==> config.mk <==
export PLATFORM = sky130hd
export DESIGN_NAME = tspr_ram
export DESIGN_NICKNAME = d
export VERILOG_FILES = /design/src/sv/tspr_ram.sv
export SDC_FILE = /design/constraint.sdc
export NUM_CORES = 2
export LEC_CHECK = 0
export BUFFER_PORTS_ARGS = -buffer_cell sky130_fd_sc_hd__buf_2
export CELL_PAD_IN_SITES_DETAIL_PLACEMENT = 1
export CELL_PAD_IN_SITES_GLOBAL_PLACEMENT = 2
export CORE_MARGIN = 2
export CORE_UTILIZATION = 45
export DETAILED_ROUTE_END_ITERATION = 8
export PLACE_DENSITY_LB_ADDON = 0.08
export SLEW_MARGIN = 20
export SYNTH_ARGS = -nofsm -noshare
export SYNTH_HDL_FRONTEND = slang
export SYNTH_SLANG_ARGS = --single-unit
==> constraint.sdc <==
create_clock -name clk -period 3 [get_ports clk]
set_clock_uncertainty 0.2 [all_clocks]
set_input_delay 0.45 -clock clk [delete_from_list [all_inputs] [get_ports clk]]
set_output_delay 0.45 -clock clk [all_outputs]
set_load 0.005 [all_outputs]
==> src/sv/tspr_ram.sv <==
// Generic simple dual-port RAM: one write port, one registered read port.
module tspr_ram #(
  parameter int WIDTH = 8,
  parameter int DEPTH = 256
) (
  input  logic                     clk,
  input  logic                     we,
  input  logic [$clog2(DEPTH)-1:0] waddr,
  input  logic [WIDTH-1:0]         wdata,
  input  logic                     re,
  input  logic [$clog2(DEPTH)-1:0] raddr,
  output logic [WIDTH-1:0]         rdata
);

  logic [WIDTH-1:0] mem [DEPTH];

  // write port
  always_ff @(posedge clk) begin
    if (we) begin
      mem[waddr] <= wdata;
    end
  end

  // read port, registered output
  always_ff @(posedge clk) begin
    if (re) begin
      rdata <= mem[raddr];
    end
  end

endmodule

=== Yosys cells after proc, flatten, opt, wreduce, memory -nomap -nowiden ===
Memories as Yosys holds them, arrays and structs flattened. A register that Yosys moved wholly into a read port is not among the register bits.
Cells that the tools add are included.

* Flip-flop bits (word level): 0
* Latch bits: 0
* RAM bits: 2048
* Memory bits (read-only): 0
* Output and inout bits: 8
* Memories kept: 1

* Add/sub/neg operators: 0
* Multiply operators: 0
* Div/mod/pow operators: 0
* Magnitude comparators: 0
* Equality and inequality tests: 0
* Shifts and indexed selects: 0
* Mux-type cells: 2
* Bitwise gates (word level): 0
* Reduce and logical (&&, ||, !) cells: 0

{| class="wikitable"
|+ Memories
! memory !! depth !! bits a word !! read ports !! clocked after memory_dff !! write ports !! line !! RTL
|-
| mem || 256 || 8 || 1 || 1 || 1 || 15 || <nowiki>logic [WIDTH-1:0] mem [DEPTH];</nowiki>
|}

{| class="wikitable"
|+ Operators by type and width
! operator !! count
|-
| $mux W1 || 2
|}

=== Longest topological paths before layout ===
* Depth in word-level cells: 2
* Depth in mapped cells: 11
* Depth with buffers taken out: 6

=== Least setup slack after synthesis ===
OpenSTA, ideal clock, no wires.

* Path type: input to register
* Start point: in raddr[0]
* End point: reg rdata[2] (read register of mem) (data pin)
* Setup time: 269 ps
* Data arrival time: 2257 ps
* Required time: 2531 ps
* Slack: 274 ps
* Cell stages on the path: 9
* Buffers on the path: 4
* Path through: buf_6 -> buf_12 -> buf_8 -> buf_2 -> mux4_2 -> a22oi_1 -> a21oi_1 -> nor4_1 -> nor4_2

{| class="wikitable"
|+ RTL lines
! item !! line !! RTL
|-
| start, declared || 11 || <nowiki>input logic [$clog2(DEPTH)-1:0] raddr,</nowiki>
|-
| end, declared || 12 || <nowiki>output logic [WIDTH-1:0] rdata</nowiki>
|}

==> impl_metrics.yaml <==
layout:
  final_common_cell: "edfxtp_1"
  finish.instance_area_mm2: 0.09416
  fillers: 15310
  areaGrowthSynthToFinish_pct: 18.23
  final_cell_mix: "2056 x edfxtp_1, 596 x buf_4, 454 x mux4_2"
  drive_gt1_share_pct: 32.05
  fin_nets: 4440
sta:
  slew_viol_final: 0
  hold_violations: 0
  finalSetupTns_ns: 0
  slew_headroom_pct: 37.95
  rsz0062_at_grt: "no"
  fmax_ghz: 0.3462
  period_minus_slack_ns: 2.889
  setup_violations: 0
  worst_pin_slew_ns: 0.9274
  finalCritPeriodShare_pct: 96.29
setup_path:
  crit_top_cell: "buf_4"
  critical_path_arrival_ns: 3.26
  cpLargestDelayFamily: "simple AND/OR/NAND/NOR gates"
  crit_slowest_cell: "nor4_4"
  crit_path_max_incr_delay_ns: 0.51
  r2r_cells: 8
  critPathKind: "reg -> reg"
  cp_cell_sequence: "mux4_2, nor2b_1, a211oi_1, buf_4, nor3_1, nor4_4, buf_4, nor4_2"
  crit_fanout: 1
  worst-path-stages: 8
  worst-path-buf-inv: 2
  worst_setup_path_end_kind: "flop"
  crit_path_start_kind: "flop"
  rrSetupSlack_ns: 0.11
  cp.required_ns: 3.37
worst_hold_path:
  hp-class: "in -> reg"
  whs_path_depth: 4
synth:
  avgSynthCellArea_um2: 21.33
  synthAdderAreaFrac_pct: 0
  synthMuxAreaShare_pct: 14.60
  ys_warn_count: 0
  synth_area_leaders: "edfxtp_1 78%, mux4_2 13%, mux2i_1 1.7%"
  synthArstFlopShare_pct: 0
  synth_area_mm2: 0.07964
  synth_top_area_cell: "edfxtp_1"
  synth_xor_xnor_area_share_pct: 0
  synth_edf_count: 2056
  synth-main-ff-cell: "edfxtp_1"
  synth_cell_types: 54
  synth_seq_cells: 2056
  synth_top_cell_area_share_pct: 77.53
  synthSimpleGateAreaFrac_pct: 2.625
  mappedNetlistNets: 3760
  synthCells: 3733
  ys_seq_area_share_pct: 77.53
  synth_top_family_by_area: "multiplexers"
  synth_compound_area_share_pct: 3.416
global_routing:
  gr-total-overflow: 0
  grt_usage_pct: 24.90
  grt_first_pass_wirelength_um: 319900
  grt_antenna_before_repair: 17
  grt_max_degree: 117
  grt_pass1_vias: 43310
detailed_routing:
  drc: 0
  wl_per_cell_um: 32.01
  wirelength_um: 221800
  dr.first_iter.drc_count: 4241
  num_vias: 40740
  antenna_left: 0
  first_pass_iters: 5
  avgViaCountPerCell: 5.879
clocking:
  htree_levels: 4
  cts_root_buffer: "clkbuf_16"
  numCtsBuffers: 210
  clk_latency_ns: 0.83
  cts_tree: "done"
  cts_sinks: 2056
  clk_pin_slew_ns: 0.06
  clockBufferDepth: 3
power:
  report.power.total_mw: 61.24
  p_leak_nw: 30.46
  ir_worst_vdd_mv: 0.6118
  pwr_density_cell_mw_per_mm2: 650.4
placed_design:
  place.gp.congestion: 0.8414
  hpwl_um: 146700
  io_buffers: 34
  postPlaceCellArea_mm2: 0.08714
floorplan:
  core_mm2: 0.1759
  die_w_um: 424.7
  row_count: 154
  die_area_mm2: 0.1803
  die_y_um: 424.7
  start_util_pct: 45.27
  top_level_ports: 35
flow_run:
  cap_violations: 0
status:
  status: "finished clean"
[metrics by stage]
step | util [%] | hold WS, ns | cells | worst slack, ns
after floorplan | - | 0.3489 | 3733 | 0.2739
after global placement | 49.53 | 0.5128 | 6530 | -0.8600
after detailed placement | 49.53 | 0.5115 | 6530 | -0.8779
after CTS | 53.51 | 0.09840 | 6926 | 0.04882
after global routing | 53.52 | 0.1558 | 6926 | 0.03860
final | 53.52 | 0.1734 | 6929 | 0.1114
[worst min-delay path: stages]
cell	delay (ns)
buf_2	0.16
nand3_1	0.16
nor2_1	0.06
buf_4	0.18
[repair_timing]
action / CTS / global route
hold endpoints to repair: 233 / 0
endpoints found under the setup margin: 2 / 2
pin swaps: 0 / 0
resized for setup: 3 / 2
hold buffers: 11 / 0
gates cloned: 0 / 0
buffers inserted: 0 / 0
[cells by family (layout without fill, tap and decap cells)]
| family | count (synthesis) | in the layout |
|---|---|---|
| flip-flops | 2056 | 2056 |
| multiplexers | 591 | 591 |
| AND/OR/NAND/NOR | 466 | 466 |
| AO/OA/AOI/OAI | 385 | 385 |
| buffers and inverters | 235 | 1088 |
| other | 0 | 3 |
[sequential cells by signal, summed over array words and instances (netlist names)]
signal	flops
mem	2048
rdata	8
[Yosys cell counts (all sizes together) (16+ instances only)]
| cell | n |
|---|---|
| buf | 122 |
| nand2 | 33 |
| o221ai | 47 |
| nor4 | 27 |
| edfxtp | 2056 |
| nand3 | 34 |
| nor2b | 31 |
| o22ai | 28 |
| clkbuf | 111 |
| mux2i | 134 |
| a211oi | 16 |
| nor2 | 282 |
| nor3 | 22 |
| mux4 | 456 |
| a22oi | 133 |
| a21oi | 96 |
[metal layers]
layer	vias to the layer above	wire, um	GRT usage, %
met5	-	41	0
met4	6	4254	5.575
met3	263	11800	3.512
met2	1244	111500	41.73
met1	22140	94230	34.84
li1	17080	-	-
[where the power goes]
group / switching (mW) / leakage (nW) / internal (mW)
Clock: 10.9 / 3.36 / 15.4
Combinational: 2.01 / 8.61 / 1.29
Sequential: 0.0439 / 18.5 / 31.7
[worst paths after layout]
| kind | start | to |
|---|---|---|
| setup / recovery | mem[101][0] | rdata[0] |
| hold / removal | waddr[2] | mem[205][4] |
| setup reg to reg | mem[101][0] | rdata[0] |
| hold reg to reg | mem[54][0] | rdata[0] |
[final cells by class]
cell class                      count  area [um2]  area share, %
Sequential cell                  2056       61740          65.57
Multi-Input combinational cell   1442       16530          17.56
Timing Repair Buffer              701        6076          6.453
Clock buffer                      253        5565          5.911
Tap cell                         2340        2928          3.110
Clock inverter                    132        1300          1.381
Inverter                            2       7.507       0.007973
Antenna cell                        3       7.507       0.007973
No activity file was read; power rests on OpenSTA's default activity.
